<file path="config.mk">
export PLATFORM = sky130hd
export DESIGN_NAME = tmbq_ram
export DESIGN_NICKNAME = d
export VERILOG_FILES = /design/src/tmbq_ram.sv
export SDC_FILE = /design/constraint.sdc
export NUM_CORES = 2
export LEC_CHECK = 0
export BUFFER_PORTS_ARGS = -buffer_cell sky130_fd_sc_hd__buf_2
export CAP_MARGIN = 20
export CORE_ASPECT_RATIO = 0.5
export CORE_MARGIN = 4
export CORE_UTILIZATION = 54
export DETAILED_ROUTE_END_ITERATION = 8
export HOLD_SLACK_MARGIN = 0.05
export PLACE_DENSITY = 0.74
export SLEW_MARGIN = 25
export SYNTH_ARGS = -nofsm -noshare
export SYNTH_HDL_FRONTEND = slang
export SYNTH_SLANG_ARGS = --single-unit
</file>
<file path="constraint.sdc">
create_clock -name clock -period 4.4 [get_ports clock]
set_input_delay 0.88 -clock clock [delete_from_list [all_inputs] [get_ports clock]]
set_output_delay 0.88 -clock clock [all_outputs]
set_load 0.01 [all_outputs]
</file>
<file path="src/tmbq_ram.sv">
// Generic single-port synchronous RAM with registered read data.
// No dependencies.
`timescale 1ns / 1ps

module tmbq_ram #(
   parameter int WIDTH = 8,
   parameter int DEPTH = 256
) (
   input  logic                     clock,
   input  logic                     we,
   input  logic [$clog2(DEPTH)-1:0] addr,
   input  logic [WIDTH-1:0]         wdata,
   output logic [WIDTH-1:0]         rdata
);

   logic [WIDTH-1:0] mem [DEPTH];

   always_ff @(posedge clock) begin
      if (we) begin
         mem[addr] <= wdata;
      end
      rdata <= mem[addr];
   end

endmodule

</file>
==> reports/qor.yml <==
synthesis:
  synth-seq-area-share_pct: 78.6
  yosysTopAreaCell: "edfxtp_1"
  synthesis.instances: 3547
  number_of_enable_flip_flop_cells_after_synthesis: 2048
  area_share_of_the_largest_cell_type_after_synthesis_pct: 78.3
  post_synth_num_cell_types: 22
  synth.net_count: 3565
  synth.ff_latch_count: 2056
  synthesis.area_sq_mm: 0.0785
  count_of_synthesis_stage_warnings_from_yosys: 0
  ys.flop_type: "edfxtp_1"
  syn_area_per_cell_sq_um: 22.1
  synth_async_sr_flop_share_pct: 0
  synth.top_cells.by_area: "edfxtp_1 78%, mux4_2 15%, a22oi_1 2.4%"
  ys_top_cells_by_count: "2048 x edfxtp_1, 512 x mux4_2, 256 x a22oi_1"
  count_leader_synth: "edfxtp_1"
placed_design:
  dpl-instance-area_sq_mm: 0.0831
  place_hpwl_um: 114000
  worst_setup_slack_before_clock_tree_synthesis_ns: 0.0441
  placedCellCount: 5623
  io_buffer_count: 25
  routabilityCongestion: 0.858
route:
  postRouteAntennaNets: 0
  drt_drc_violations_left: 0
  total_wire_length_after_detailed_routing_um: 188000
  vias: 39200
  first_pass_iters: 6
  post_drt_via_cell_ratio: 6.60
  initialDrtViolationCount: 5812
  detail_route.wl_per_cell_um: 31.7
global_routing:
  number_of_global_route_vias_before_repair: 39600
  global_route.overflow_total: 0
  grt.total_usage_pct: 25.0
  global_route_wire_length_before_repair_um: 277000
  grt_start_max_net_pins: 158
  initial_antenna_violation_count: 8
pwr:
  power_density_mw_per_mm2: 430
  total_leakage_power_uw: 0.0273
  total_switching_power_uw: 7970
  share_clk_of_total_power_pct: 38.2
  p_int_uw: 30000
  p_seq_share_pct: 56.9
  combPwrFrac_pct: 5.0
  worst_ir_drop_vdd_mv: 0.416
  switching_share_pct: 21.0
cts:
  numCtsBuffers: 173
  cts_tree: "yes"
  clkTransAtPathRegs_ns: 0.07
  h-tree-depth: 4
  clk_latency_ns: 0.79
  cts_repair_resize_count: 0
  cts_post_setup_buffers_inserted: 0
  clock_tree.root_cell: "clkbuf_16"
  post_cts_hold_buffer_count: 0
  clock_sinks: 2056
  clockBufferDepth: 3
worst_hold_path:
  hold_class: "in -> reg"
die:
  placeable_core_area_sq_mm: 0.144
  pin_count: 26
  floorplan.rows: 98
  floorplan.initialDensity_pct: 54.7
  chipWidth_um: 547
  die_h_um: 278
  die_area_sq_mm: 0.152
layout:
  final_layout_size_suffix_gt1_share_pct: 28.1
  multi_input_comb_area_sq_mm: 0.0158
  area.growth.synth_to_final_pct: 12.7
  sequential_cell_area_sq_mm: 0.0617
  fillers: 9384
  layout.nets: 3870
  fin_cells: 5936
  final_cell_area_sq_mm: 0.0884
sta:
  worstMarginPinSlew_ns: 1.18
  final-max-slew-violation-count: 0
  slew_headroom_pct: 20.4
  period_needed_ns: 3.64
  finalHoldViolations: 0
  timing.fmax_mhz: 275
  min_period_over_period_pct: 82.7
  fin_skew_ns: 0.0290
  rsz0062_at_grt: "no"
  setup-violations-final: 0
  minimum_setup_slack_in_the_final_design_ns: 0.761
status:
  outcome: "finished, final reports clean"
critical_path:
  worstSetupPathType: "in -> reg"
  critical_path.max_fanout: 45
  critical_path.endpoint_type: "register"
  timing.critical_path.required_ns: 5.02
  cp-start-kind: "input pin"
  worst-endpoint-arrival_ns: 4.26
job:
  drv.max_cap_violation_count: 0
[cells in the final DEF, fill, tap and decap left out, drive strengths merged]
cell	n
bufinv	4
nand3	13
inv	5
nand2b	6
nor2b	7
clkbuf	226
nor2	232
clkinvlp	6
nor3	30
mux4	512
and2	3
a21oi	128
buf	358
diode	2
nand2	28
or2	2
or3	1
dfxtp	8
edfxtp	2048
clkinv	71
o41ai	32
a22oi	256
nand4	8
[power groups by stage]
stage | Clock [uW] | Combinational, uW | Sequential [uW]
global placement | 0 | 1810 | 22000
floorplan | 0 | 959 | 22000
finish | 14500 | 1890 | 21600
global route | 15600 | 1980 | 21600
detailed placement | 0 | 1850 | 22000
CTS | 14700 | 1860 | 21600
[path summary, 6_finish.rpt]
check,from,to,slack [ns],cells after the start
hold reg to reg,mem[6][7]$_DFFE_PP_,rdata[7]$_DFF_P_,1.00,5
setup / recovery,addr[0],rdata[2]$_DFF_P_,0.76,8
setup reg to reg,mem[104][7]$_DFFE_PP_,rdata[7]$_DFF_P_,1.63,5
hold / removal,wdata[0],mem[84][0]$_DFFE_PP_,0.49,1
[layout make-up]
class                           count  share of cell area [%]
Timing Repair Buffer              362                    3.72
Antenna cell                        2                 0.00566
Clock inverter                     85                   0.603
Inverter                            1                 0.00424
Sequential cell                  2056                    69.7
Multi-Input combinational cell   1258                    17.9
Tap cell                         1950                    2.76
Clock buffer                      222                    5.32
[cell families after synthesis]
family | count (synthesis) | synth area share, %
DFF | 2056 | 78.6
muxes | 512 | 14.7
AOI/OAI and AO/OA | 416 | 3.62
and+or+nand+nor | 330 | 1.73
buffers and inverters | 233 | 1.40
[state kept, by name, indices dropped and copies added (netlist names)]
signal / cells
rdata: 8
mem: 2048
[critical path, stage by stage]
cell	delay, ns
buf_8	0.42
buf_12	0.39
buf_4	0.44
mux4_2	0.57
a22oi_1	0.15
a21oi_1	0.26
o41ai_1	0.87
nand4_1	0.19
[metrics by stage]
step	hold WS, ns	power [uW]	TNS [ns]	util (%)
floorplan	0.819	23000	0	-
global placement	0.914	23800	-0.182	57.8
detailed placement	0.942	23900	0	57.9
CTS	0.654	38100	0	61.5
global route	0.475	39100	0	61.6
finish	0.489	38000	0	61.6
[metal layers]
metal | up-vias | global-route usage, % | wire, um
met5 | - | 0 | 13
met4 | 2 | 7.85 | 6000
met3 | 326 | 5.84 | 22600
met2 | 2675 | 38.4 | 89300
met1 | 20500 | 36.3 | 70500
li1 | 15700 | - | -
(Power assumes the default switching activity.)
